`src/rtl/core/dtnp_pkg.sv`:
```
`timescale 1ns / 1ps

package dtnp_pkg;

	localparam int MANT_DIGITS = 18;
	localparam int EXP_MAX = 999;

	localparam int MANT_W = 60;
	localparam int FRAC_W = 10;
	localparam int EXP_W = $clog2(EXP_MAX + 1);
	localparam int DEXP_W = 12;
	localparam int ECALC_W = ((EXP_W > FRAC_W) ? EXP_W : FRAC_W) + 2;
	localparam int DEXP_HI = 2047;
	localparam int DEXP_LO = -2048;

	localparam logic [FRAC_W-1:0] FRAC_MAX = '1;

	localparam logic [2:0] PH_SPACE = 3'd0;
	localparam logic [2:0] PH_INT = 3'd1;
	localparam logic [2:0] PH_FRAC = 3'd2;
	localparam logic [2:0] PH_ESIGN = 3'd3;
	localparam logic [2:0] PH_EDIG = 3'd4;
	localparam logic [2:0] PH_DONE = 3'd5;

	localparam logic [7:0] CH_MINUS = 8'h2D;
	localparam logic [7:0] CH_PLUS = 8'h2B;
	localparam logic [7:0] CH_DOT = 8'h2E;
	localparam logic [7:0] CH_E_LO = 8'h65;
	localparam logic [7:0] CH_E_UP = 8'h45;
	localparam logic [7:0] CH_ZERO = 8'h30;
	localparam logic [7:0] CH_NINE = 8'h39;
	localparam logic [7:0] CH_SPACE = 8'h20;
	localparam logic [7:0] CH_TAB = 8'h09;
	localparam logic [7:0] CH_CR = 8'h0D;

	function automatic logic [MANT_W-1:0] mant_limit_f();
		logic [63:0] p;
		logic [63:0] wmax;
		p = 64'd1;
		wmax = {{(64 - MANT_W){1'b0}}, {MANT_W{1'b1}}};
		for (int k = 0; k < MANT_DIGITS && k < 19; k++) begin
			p = p * 64'd10;
		end
		p = p - 64'd1;
		if (p > wmax) begin
			p = wmax;
		end
		return p[MANT_W-1:0];
	endfunction

	localparam logic [MANT_W-1:0] MANT_LIMIT = mant_limit_f();
	localparam logic [EXP_W-1:0] EXP_LIMIT = EXP_W'(EXP_MAX);

	typedef struct packed {
		logic [2:0] phase;
		logic mant_neg;
		logic [MANT_W-1:0] mant;
		logic [FRAC_W-1:0] frac;
		logic [EXP_W-1:0] expo;
		logic exp_neg;
		logic sat;
	} parse_state_t;

	localparam parse_state_t STATE_RST = '{
		phase: PH_SPACE, mant_neg: 1'b0, mant: '0, frac: '0,
		expo: '0, exp_neg: 1'b0, sat: 1'b0
	};

endpackage

```
`src/rtl/core/dtnp_step.sv`:
```
`timescale 1ns / 1ps

module dtnp_step import dtnp_pkg::*; (
	input parse_state_t cur,
	input logic [7:0] char_code,
	output parse_state_t nxt
);

	logic is_digit;
	logic is_space;
	logic is_sign;
	logic [3:0] digit;
	logic [MANT_W+3:0] mant_sum;
	logic mant_over;
	logic [EXP_W+3:0] exp_sum;
	logic exp_over;

	assign is_digit = (char_code >= CH_ZERO) && (char_code <= CH_NINE);
	assign is_space = (char_code == CH_SPACE) || ((char_code >= CH_TAB) && (char_code <= CH_CR));
	assign is_sign = (char_code == CH_MINUS) || (char_code == CH_PLUS);
	assign digit = 4'(char_code - CH_ZERO);

	// x*10 + d as two shifts and two adds; saturate when past the limit
	assign mant_sum = ({4'b0, cur.mant} << 3) + ({4'b0, cur.mant} << 1)
		+ (MANT_W + 4)'(digit);
	assign mant_over = mant_sum > (MANT_W + 4)'(MANT_LIMIT);
	assign exp_sum = ({4'b0, cur.expo} << 3) + ({4'b0, cur.expo} << 1)
		+ (EXP_W + 4)'(digit);
	assign exp_over = exp_sum > (EXP_W + 4)'(EXP_LIMIT);

	always_comb begin
		logic [2:0] ph;
		logic fin;
		nxt = cur;
		ph = cur.phase;
		fin = (cur.phase == PH_DONE);
		if (!fin && ph == PH_SPACE) begin
			if (is_space) begin
				fin = 1'b1;
			end else begin
				ph = PH_INT;
				if (is_sign) begin
					nxt.mant_neg = (char_code == CH_MINUS);
					nxt.phase = PH_INT;
					fin = 1'b1;
				end
			end
		end
		if (!fin && ph == PH_INT) begin
			if (is_digit) begin
				nxt.mant = mant_over ? MANT_LIMIT : mant_sum[MANT_W-1:0];
				nxt.sat = cur.sat | mant_over;
				nxt.phase = PH_INT;
				fin = 1'b1;
			end else if (char_code == CH_DOT) begin
				nxt.phase = PH_FRAC;
				fin = 1'b1;
			end else begin
				ph = PH_FRAC;
			end
		end
		if (!fin && ph == PH_FRAC) begin
			if (is_digit) begin
				nxt.mant = mant_over ? MANT_LIMIT : mant_sum[MANT_W-1:0];
				nxt.frac = (cur.frac == FRAC_MAX) ? cur.frac : cur.frac + 1'b1;
				nxt.sat = cur.sat | mant_over | (cur.frac == FRAC_MAX);
				nxt.phase = PH_FRAC;
				fin = 1'b1;
			end else if (char_code == CH_E_LO || char_code == CH_E_UP) begin
				nxt.phase = PH_ESIGN;
				fin = 1'b1;
			end else begin
				ph = PH_ESIGN;
			end
		end
		if (!fin && ph == PH_ESIGN) begin
			if (is_sign) begin
				nxt.exp_neg = (char_code == CH_MINUS);
				nxt.phase = PH_EDIG;
				fin = 1'b1;
			end
		end
		if (!fin) begin
			if (is_digit) begin
				nxt.expo = exp_over ? EXP_LIMIT : exp_sum[EXP_W-1:0];
				nxt.sat = cur.sat | exp_over;
				nxt.phase = PH_EDIG;
			end else begin
				nxt.phase = PH_DONE;
			end
		end
	end

endmodule

```
`src/rtl/core/dtnp_result.sv`:
```
`timescale 1ns / 1ps

module dtnp_result import dtnp_pkg::*; (
	input logic clk,
	input logic arst_n,
	input logic load,
	input parse_state_t fin,
	input logic out_ready,
	output logic out_valid,
	output logic is_negative,
	output logic [MANT_W-1:0] mantissa,
	output logic signed [DEXP_W-1:0] dec_exponent,
	output logic overflow
);

	logic [ECALC_W-1:0] exp_ext;
	logic [ECALC_W-1:0] frac_ext;
	logic signed [ECALC_W-1:0] e_raw;
	logic e_hi;
	logic e_lo;
	logic signed [DEXP_W-1:0] e_clamp;
	logic valid_q;
	logic neg_q;
	logic [MANT_W-1:0] mant_q;
	logic signed [DEXP_W-1:0] dexp_q;
	logic ovf_q;

	assign exp_ext = ECALC_W'(fin.expo);
	assign frac_ext = ECALC_W'(fin.frac);
	assign e_raw = fin.exp_neg ? (-$signed(exp_ext) - $signed(frac_ext))
		: ($signed(exp_ext) - $signed(frac_ext));
	assign e_hi = e_raw > $signed(ECALC_W'(DEXP_HI));
	assign e_lo = e_raw < $signed(ECALC_W'(DEXP_LO));

	always_comb begin
		priority if (e_hi) begin
			e_clamp = DEXP_W'(DEXP_HI);
		end else if (e_lo) begin
			e_clamp = DEXP_W'(DEXP_LO);
		end else begin
			e_clamp = e_raw[DEXP_W-1:0];
		end
	end

	always_ff @(posedge clk or negedge arst_n) begin
		if (!arst_n) begin
			valid_q <= 1'b0;
		end else if (load) begin
			valid_q <= 1'b1;
		end else if (out_ready) begin
			valid_q <= 1'b0;
		end
	end

	always_ff @(posedge clk) begin
		if (load) begin
			neg_q <= fin.mant_neg;
			mant_q <= fin.mant;
			dexp_q <= e_clamp;
			ovf_q <= fin.sat | e_hi | e_lo;
		end
	end

	assign out_valid = valid_q;
	assign is_negative = neg_q;
	assign mantissa = mant_q;
	assign dec_exponent = dexp_q;
	assign overflow = ovf_q;

endmodule

```
`src/rtl/core/decimal_text_number_parser.sv`:
```
`timescale 1ns / 1ps

// Decimal text number parser.
// Input channel (in_valid/in_ready): one character beat per cycle while in_ready is high,
// char_code plus line_end on the last character of a line. Output channel (out_valid/out_ready):
// one result beat per line: is_negative, mantissa, dec_exponent, overflow, so that
// value = (-1)^is_negative * mantissa * 10^dec_exponent.
// Throughput: one character per cycle while in_ready is high. Each beat lands in an
// input register and is parsed by the per-character step (multiply-by-ten-and-add
// on the mantissa and exponent, plus phase logic), which updates the parse state as
// the beat leaves the input register. The beat carrying line_end leaves it only
// when the output register is free, and then loads the result into the output
// register and raises out_valid.
// Reset clears the parse state and the valid flags of the input and output
// registers; the block is ready right after reset.
// When the receiver stalls, characters that do not end a line keep flowing; a
// line-end beat waits in the input register until the output register frees, and
// in_ready stays low while it waits.
module decimal_text_number_parser import dtnp_pkg::*; (
	input logic clk,
	input logic arst_n,
	input logic in_valid,
	output logic in_ready,
	input logic [7:0] char_code,
	input logic line_end,
	output logic out_valid,
	input logic out_ready,
	output logic is_negative,
	output logic [MANT_W-1:0] mantissa,
	output logic signed [DEXP_W-1:0] dec_exponent,
	output logic overflow
);

	logic valid_s1;
	logic [7:0] char_s1;
	logic end_s1;
	logic adv;
	parse_state_t state_q;
	parse_state_t state_nxt;

	assign adv = valid_s1 && (!end_s1 || !out_valid || out_ready);
	assign in_ready = !valid_s1 || adv;

	always_ff @(posedge clk or negedge arst_n) begin
		if (!arst_n) begin
			valid_s1 <= 1'b0;
		end else if (in_ready) begin
			valid_s1 <= in_valid;
		end
	end

	always_ff @(posedge clk) begin
		if (in_ready && in_valid) begin
			char_s1 <= char_code;
			end_s1 <= line_end;
		end
	end

	dtnp_step u_step (
		.cur(state_q),
		.char_code(char_s1),
		.nxt(state_nxt)
	);

	always_ff @(posedge clk or negedge arst_n) begin
		if (!arst_n) begin
			state_q <= STATE_RST;
		end else if (adv) begin
			state_q <= end_s1 ? STATE_RST : state_nxt;
		end
	end

	dtnp_result u_result (
		.clk(clk),
		.arst_n(arst_n),
		.load(adv && end_s1),
		.fin(state_nxt),
		.out_ready(out_ready),
		.out_valid(out_valid),
		.is_negative(is_negative),
		.mantissa(mantissa),
		.dec_exponent(dec_exponent),
		.overflow(overflow)
	);

	a_mant_limit: assert property (@(posedge clk) disable iff (!arst_n)
		state_q.mant <= MANT_LIMIT)
		else $error("mantissa accumulator above limit");

	a_exp_limit: assert property (@(posedge clk) disable iff (!arst_n)
		state_q.expo <= EXP_LIMIT)
		else $error("exponent accumulator above limit");

	a_line_clear: assert property (@(posedge clk) disable iff (!arst_n)
		(adv && end_s1) |=> (state_q.phase == PH_SPACE && state_q.mant == '0
			&& state_q.frac == '0 && !state_q.sat && out_valid))
		else $error("state not cleared or result missing after line end");

endmodule
```
`config.mk`:
```
export PLATFORM = sky130hd
export DESIGN_NAME = decimal_text_number_parser
export DESIGN_NICKNAME = d
export VERILOG_FILES = /design/src/rtl/core/dtnp_pkg.sv /design/src/rtl/core/dtnp_step.sv /design/src/rtl/core/dtnp_result.sv /design/src/rtl/core/decimal_text_number_parser.sv
export SDC_FILE = /design/constraint.sdc
export NUM_CORES = 1
export LEC_CHECK = 0
export BUFFER_PORTS_ARGS = -buffer_cell sky130_fd_sc_hd__buf_2
export CAP_MARGIN = 10
export CORE_ASPECT_RATIO = 0.5
export CORE_MARGIN = 4
export CORE_UTILIZATION = 30
export DETAILED_ROUTE_END_ITERATION = 10
export GPL_ROUTABILITY_DRIVEN = 0
export PLACE_DENSITY = 0.44
export SLEW_MARGIN = 20
export SYNTH_ARGS = -nofsm -noshare
export SYNTH_HDL_FRONTEND = slang
export SYNTH_SLANG_ARGS = --single-unit
```
`constraint.sdc`:
```
create_clock -name clk -period 9.05 [get_ports clk]
set_input_delay 1.81 -clock clk [delete_from_list [all_inputs] [get_ports clk]]
set_output_delay 1.81 -clock clk [all_outputs]
set_load 0.03 [all_outputs]
```
---- Word level (Yosys, flattened, before mapping) ----
Index checks and enable logic that the tools add are counted.
word-level totals
  flip-flop bits (word level) ............. 171
  bits of input ports ..................... 13
  output and inout port bits .............. 76
  logic and storage cells ................. 126
cells by class
  $add $sub $neg .......................... 9
  order comparisons ....................... 8
  equal/unequal tests ..................... 11
  multiplexer cells ....................... 54
  bitwise operators ....................... 5
  reduce and logical (&&, ||, !) cells .... 24
operators with widths
  kind                   count
  $mux 60                3
  $mux 70                2
  $mux 86                1
  $add 63x61->64         1
  $add 64x4->64          1
  $gt 64x60->1 const B   1
  $mux 3                 17
  $mux 10                4
  $eq 8x6->1 const B     4
  $mux 12                2
  $mux 1                 22
  $eq 8x7->1 const B     2
  $add 13x11->14         1
  $add 14x4->14          1
  $gt 14x10->1 const B   1
  $gt 12x12->1 const B   1
  $lt 12x12->1 const B   1
  $mux 4                 3
  $neg 10->12            1
  $sub 12x11->12         1
  $sub 10x10->11         1
  $add 10x1->10 const B  1
  $eq 10x10->1 const B   1
  $logic_and 1x1->1      9
  other kinds (13)       29

---- Logic depth before layout (Yosys ltp) ----
Gate-level depths: netlist of the first run.
  depth in word-level cells ............... 21
  mapped depth ............................ 29

---- Modules after synthesis ----
From an unflattened synthesis of the first run, not the netlist that was laid out.
second synthesis, totals
  cell total of the unflattened synthesis .. 1838
  area total of the unflattened synthesis .. 15977.8 um^2
modules (own cells, without submodules)
  module                      times used  cells an instance  area an instance (um^2)  seq. area each (um^2)
  dtnp_step                   1           1105               7329.5                   0.0
  decimal_text_number_parser  1           503                5222.5                   2447.3
  dtnp_result                 1           230                3425.8                   2247.2

---- Worst setup path before layout of the first run ----
OpenSTA, ideal clock, no wires.
  path type ............................... register -> register
  from .................................... register char_s1[3]
  to ...................................... register u_result.dexp_q[9], in the netlist u_result.dec_exponent[9] (data pin)
  arrival ................................. 5.284 ns
  required time ........................... 8.904 ns
  slack ................................... 3.621 ns
  cell stages (with the launch flop) ...... 28
  clock period less this slack ............ 5.429 ns
  cells stage by stage .................... edfxtp_1 > fa_1 > fa_1 > a21oi_1 > nor2_1 > nor2_1 > o21bai_1 > a21oi_1 > nor2_1 > o21ai_0 > nand4_1 > a41o_1 > clkbuf_1 > o22a_1 > ha_1 > inv_1 > ha_1 > fa_1 > a21oi_1 > o21bai_1 > a21oi_1 > nor2_1 > nor2_1 > nor2b_1 > o21a_1 > o21a_1 > o21ba_2 > a21oi_1
between the ends
  longest elaborated chain between the ends .. 20
  elaborated cells on any way between the ends .. 60
  those cells by class .................... 5 x add/sub; 7 x order compare; 9 x eq/ne; 28 x mux; 11 x reduce/logical
ends and longest elaborated chain
  item                                                    line                              text
  start, declared                                         decimal_text_number_parser.sv:35  logic [7:0] char_s1;
  start signal, assigned                                  decimal_text_number_parser.sv:54  char_s1 <= char_code;
  branches (longest 17 deep; another with $add 14x4->14)  -
  $mux 12 *                                               dtnp_result.sv:30                 assign e_raw = fin.exp_neg ? (-$signed(exp_ext) - $signed(frac_ext))
  $lt 12x12->1                                            dtnp_result.sv:33                 assign e_lo = e_raw < $signed(ECALC_W'(DEXP_LO));
  $mux 12                                                 dtnp_result.sv:38                 end else if (e_lo) begin
  end signal, assigned                                    dtnp_result.sv:59                 dexp_q <= e_clamp;
  end, declared                                           dtnp_result.sv:25                 logic signed [DEXP_W-1:0] dexp_q;
Mark *: on every way between the ends.
A chain may end at the register's enable or synchronous reset.

==> results of run 1 <==
-- power breakdown --
part	switching [µW]	internal [µW]	total, µW	leakage [µW]
clock	367	442	809	0.000299
combinational	130	62.3	192	0.00443
sequential	16.8	840	857	0.00206
total	514	1340	1860	0.00679
-- kinds of logic (layout without fill, tap and decap cells) --
group | after synthesis | after routing | synth area share
AOI/OAI and AO/OA | 525 | 525 | 0.244
and+or+nand+nor | 493 | 493 | 0.164
adders and majority gates | 179 | 179 | 0.164
DFF | 171 | 171 | 0.338
buffers and inverters | 117 | 176 | 0.0362
xor gates and xnor gates | 80 | 80 | 0.0504
muxes | 4 | 4 | 0.00297
other | 0 | 1 | 0
-- per-layer routing --
metal / up-vias / track usage / share of wire / wire (µm)
met3: 33 / 0.0258 / 0.036 / 1560
met4: 0 / 0.0363 / 0.011 / 499
li1: 5893 / - / - / -
met5: - / 0 / 0 / 0
met1: 5800 / 0.261 / 0.52 / 22700
met2: 259 / 0.266 / 0.43 / 18900
-- cell type report --
cell class / count / area (µm²)
well taps: 627 / 785
multi-input cells: 1281 / 8720
fillers: 4818 / 30000
repair buffers: 99 / 526
clock buffers: 17 / 425
clock inverters: 15 / 188
diodes: 1 / 2.50
flip-flops and latches: 171 / 4690
inverters: 45 / 170
-- synth_stat cells, types with 21 or more instances --
cell type	count
edfxtp_1	83
xor2_1	36
a21o_1	25
dfrtp_1	88
ha_1	173
nor2_1	174
a21oi_1	151
inv_1	45
nand2_1	151
xnor2_1	44
nand3_1	31
a31oi_1	39
o21ai_0	116
clkbuf_1	54
a22o_1	28
nor3_1	21
-- state kept, by name (all words and copies together), names as in the netlist --
signal and flops:
state_q 86, u_result.dec_exponent 12, u_result.overflow 1, u_result.is_negative 1, char_s1 8, u_result.mantissa 60
u_result.out_valid 1, valid_s1 1, end_s1 1
-- critical path, cell delays in order (launching register included) --
cell       delay (ns)
edfxtp_1         0.56
fa_1             0.62
inv_1            0.07
fa_1             0.49
nor2b_4          0.16
o211a_1          0.18
o21bai_1         0.14
a2111oi_2        0.71
nor3_1           0.16
xnor2_1          0.24
a311oi_1         0.42
o21ai_0          0.20
a211o_2          0.44
a21oi_4          0.63
buf_4            0.55
a31oi_1          0.17
-- worst paths after layout --
path / slack, ns / endpoint / cells past startpoint
setup / recovery: 2.97 / u_result.mantissa[29]$_DFFE_PP_ / 15
hold / removal: 0.49 / state_q[0]$_DFFE_PN0P_ / 2
setup reg to reg: 2.97 / u_result.mantissa[29]$_DFFE_PP_ / 15
hold reg to reg: 0.49 / state_q[0]$_DFFE_PN0P_ / 2
max in group asynchronous: 6.55 / state_q[74]$_DFFE_PN0P_ / 2
min in group asynchronous: 1.29 / state_q[33]$_DFFE_PN0P_ / 1
-- metrics by stage --
| stage | total power (µW) | worst slack (ns) | utilization | hold slack (ns) | area (µm²) |
|---|---|---|---|---|---|
| 3_3_place_gp | 1070 | 3.03 | 0.328 | 0.489 | 14900 |
| 2_1_floorplan | 1000 | 3.62 | - | 0.455 | 13900 |
| 6_report | 1860 | 2.97 | 0.341 | 0.493 | 15500 |
| 4_1_cts | 1890 | 2.89 | 0.341 | 0.499 | 15500 |
| 3_5_place_dp | 1070 | 2.90 | 0.328 | 0.480 | 14900 |
| 5_1_grt | 1940 | 2.45 | 0.341 | 0.506 | 15500 |
-- placed cells by master (no fill, tap or decap), types with 14 or more instances in the layout --
cell,n
a21o_1,25
a21oi_1,151
a22o_1,28
a31oi_1,39
and2_1,19
buf_2,87
clkbuf_16,17
dfrtp_1,88
edfxtp_1,83
ha_1,173
inv_1,44
nand2_1,150
nand3_1,30
nand4_1,17
nor2_1,173
nor2b_1,14
nor3_1,21
o21a_1,15
o21ai_0,116
o21bai_1,20
xnor2_1,44
xor2_1,36
==> results.yml, run 1 <==
floorplan:
  floorplan.io_pins: 89
  die_h_um: 160
  die_w_um: 312
  initial_utilization: 0.305
  core-area_mm2: 0.0455
  num_rows: 55
  die_area_mm2: 0.0500
detailed_routing:
  via_count: 11985
  initialDrtViolationCount: 912
  wl_um: 43700
  wire_per_inst_um: 19.4
  drc: 0
  routed_via_density: 5.31
  dr.pass1.iters: 6
  postRouteAntennaNets: 0
timing:
  hold_violations: 0
  slew_violations: 0
  rsz0062_at_grt: "false"
  setup_violations: 0
  relSlewSlack: 0.356
  min_period_over_period: 0.672
  post-route-min-period_ns: 6.08
  fin_skew_ns: 0.0126
  worst_pin_slew_ns: 0.964
  timing.fmax_mhz: 164
  finalSetupTns_ns: 0
logic_synthesis:
  synth_area_per_cell_um2: 8.85
  syn_inst: 1569
  yosysSeqAreaShare: 0.338
  yosysTopAreaCell: "edfxtp_1"
  synth_flop_cell: "dfrtp_1"
  synthesis.area_mm2: 0.0139
  synth_area_leaders: "edfxtp_1 18%, dfrtp_1 16%, ha_1 16%"
  ys_ff_latch: 171
  synth_edf_count: 83
  synth_top_area_frac: 0.179
  synth.distinct_cells: 89
  async_reset_ff_frac: 0.515
  synth_nets: 1761
  yosys_warnings: 0
cts:
  postCtsHoldBufs: 0
  numCtsBuffers: 17
  root_buffer: "clkbuf_16"
  insertion_delay_ns: 0.46
  cts_sinks: 171
  clock_path_buffers: 2
  clkTransAtPathRegs_ns: 0.08
  cts_resized: 0
  htree_levels: 4
  cts_setup_buffers: 0
  cts_tree: "done"
setup_path:
  crit_path_start_kind: "flip-flop"
  cp.arrival_ns: 6.24
  startpoint: "char_s1[3]$_DFFE_PP_"
  critPathKind: "flip-flop to flip-flop"
  end_kind: "flip-flop"
  r2r_start: "char_s1[3]$_DFFE_PP_"
  crit_fanout: 43
  required_ns: 9.21
cells_and_area:
  area_growth_pct: 11.7
  drive_above_1_share: 0.104
  nNetsFinal: 1807
  stdcell_count: 2256
min_path:
  worstHoldStart: "state_q[0]$_DFFE_PN0P_"
  hp-class: "flip-flop to flip-flop"
power:
  p_per_area_mw_per_mm2: 120
  p_leak_uw: 0.00679
  max-vdd-ir-drop_v: 0.000122
placement:
  portBuffers: 88
  placed_cells: 2223
  dpl.hpwl_um: 32800
run_status:
  status: "finished, final reports clean"
global_routing:
  first_global_vias: 11772
  grt_usage: 0.174
  grt_max_degree: 79
  grt_pass1_wl_um: 69500
  grt.overflow.total: 0
  antenna_found_initial: 0
flow_run:
  max_cap_viol_count: 0
Power figures use the tool's default switching activity.
==> inputs of run 2 (changes only) <==
clock period = 5.8 ns   (was 9.05 ns; I/O delays follow)
==> run 2 against run 1 <==
  * Setup slack lost 2.6 ns
  * Register-to-register slack lost 2.6 ns
  * Critical path depth grew 2
  * Flip-flop and latch count is the same
  * Global-route usage grew 0.18 points
  * First-iteration DRC count shrank 18%
  * Sequential power grew 55%
  * Largest cell class unchanged
==> results.yml, run 2 (same netlist as run 1, synthesis figures left out) <==
floorplan:
  die_h_um: 160
  floorplan.io_pins: 89
  core-area_mm2: 0.0455
  initial_utilization: 0.305
  num_rows: 55
  die_area_mm2: 0.0500
  die_w_um: 312
power:
  p_per_area_mw_per_mm2: 182
  seq_power_share: 0.465
  power_switching_uw: 807
  p_sw_frac: 0.281
  power_uw: 2870
  combPwrFrac: 0.110
  intPower_uw: 2060
  p_leak_uw: 0.00690
  max-vdd-ir-drop_v: 0.000167
  clockPowerShare: 0.424
timing:
  rsz0062_at_grt: "false"
  setup_violations: 0
  slew_violations: 0
  finalSetupTns_ns: 0
  min_period_over_period: 0.942
  hold_violations: 0
  timing.fmax_mhz: 183
  fin_skew_ns: 0.0126
  hold_slack_ns: 0.521
  relSlewSlack: 0.387
  worst_pin_slew_ns: 0.917
  post-route-min-period_ns: 5.47
global_routing:
  grt.overflow.total: 0
  first_global_vias: 11939
  grt_usage: 0.176
  grt_max_degree: 58
  antenna_found_initial: 0
  grt_pass1_wl_um: 70000
min_path:
  hp-class: "flip-flop to flip-flop"
  whs_path_depth: 2
detailed_routing:
  wl_met2_um: 19200
  wl_met3_um: 1900
  top_layer_used: "met4"
  dr.pass1.iters: 6
  initialDrtViolationCount: 744
  via_count: 12048
  wl_um: 44400
  postRouteAntennaNets: 0
  drc: 0
  wire_per_inst_um: 19.6
  routed_via_density: 5.31
  m1WireLength_um: 22900
cells_and_area:
  final_cell_mix: "173 x nor2_1, 173 x ha_1, 150 x nand2_1, 144 x a21oi_1, 116 x o21ai_0"
  seq_area_mm2: 0.00469
  multiInputGateArea_mm2: 0.00877
  nNetsFinal: 1823
  design_area_mm2: 0.0157
  area_growth_pct: 13.2
  antenna_cells: 0
  largest-register: "state_q"
  drive_above_1_share: 0.120
  largest_register_ffs: 86
  fill_cells: 4743
placement:
  dpl_cell_area_mm2: 0.0151
  dpl.hpwl_um: 33600
  portBuffers: 88
cts:
  postCtsHoldBufs: 0
  clkTransAtPathRegs_ns: 0.08
  cts_tree: "done"
  clock_path_buffers: 2
  insertion_delay_ns: 0.46
  root_buffer: "clkbuf_16"
  htree_levels: 4
  cts_sinks: 171
  numCtsBuffers: 17
setup_path:
  required_ns: 6.01
  cp.arrival_ns: 5.68
  crit_path_start_kind: "flip-flop"
  end_kind: "flip-flop"
  reg2reg_depth: 17
  crit_fanout: 38
  critPathKind: "flip-flop to flip-flop"
run_status:
  status: "finished, final reports clean"
flow_run:
  max_cap_viol_count: 0
==> run 2: cell count changes in the layout (fill, tap and decap cells not counted), sizes merged <==
cell / change
buf: +16
clkinv: +3
bufinv: -1
clkinvlp: -1
diode: -1
inv: -1
==> run 2: layout make-up <==
| class | instances | area share |
|---|---|---|
| tap | 627 | 0.0499 |
| multi-input combinational | 1281 | 0.558 |
| sequential | 171 | 0.299 |
| timing repair buffer | 115 | 0.0453 |
| clock buffer | 17 | 0.0271 |
| inverter | 45 | 0.0108 |
| clock inverter | 15 | 0.0103 |
==> run 2: worst paths after layout <==
path                                   startpoint                               to  slack, ns
min in group asynchronous                  arst_n          state_q[31]$_DFFE_PN0P_       0.82
min reg2reg                state_q[1]$_DFFE_PN0P_           state_q[1]$_DFFE_PN0P_       0.52
max in group asynchronous                  arst_n          state_q[40]$_DFFE_PN0P_       3.95
min                        state_q[1]$_DFFE_PN0P_           state_q[1]$_DFFE_PN0P_       0.52
max reg2reg                  char_s1[3]$_DFFE_PP_  u_result.mantissa[38]$_DFFE_PP_       0.33
max                          char_s1[3]$_DFFE_PP_  u_result.mantissa[38]$_DFFE_PP_       0.33
==> run 2: critical path, cell delays in order, from the launching register on <==
cell	delay, ns
edfxtp_1	0.42
buf_4	0.19
fa_1	0.56
inv_1	0.06
fa_1	0.49
nor2b_4	0.16
o2111ai_2	0.12
nand3_2	0.16
a31oi_4	0.18
a211oi_2	0.58
nor4b_1	0.14
or3_1	0.44
or4_1	0.55
nor4b_2	0.30
a211o_2	0.27
a21oi_4	0.11
buf_12	0.18
a31o_2	0.26
==> run 2: power by group through the flow <==
| stage | combinational (µW) | sequential [µW] | clock (µW) |
|---|---|---|---|
| final | 315 | 1330 | 1220 |
| after global routing | 351 | 1340 | 1300 |
| after CTS | 315 | 1340 | 1250 |
| after detailed placement | 313 | 1360 | 0 |
| after global placement | 315 | 1360 | 0 |
| after floorplan | 172 | 1400 | 0 |
==> run 2: per-stage QoR <==
step / instances / util / setup slack, ns
2_1_floorplan: 1569 / - / 0.371
3_5_place_dp: 2237 / 0.331 / 0.175
6_report: 2271 / 0.346 / 0.335
3_3_place_gp: 2237 / 0.331 / 0.301
5_1_grt: 2271 / 0.346 / 0.0136
4_1_cts: 2269 / 0.344 / 0.186
==> run 2: metal layers <==
metal,track usage,vias up
li1,-,5950
met1,0.261,5850
met2,0.273,226
met3,0.0281,22
met4,0.0306,0
met5,0,-
==> run 2: repair_timing <==
action | in CTS | in global routing
endpoints found under the setup margin | 0 | 10
setup buffers | 0 | 2
gates resized for setup | 0 | 12
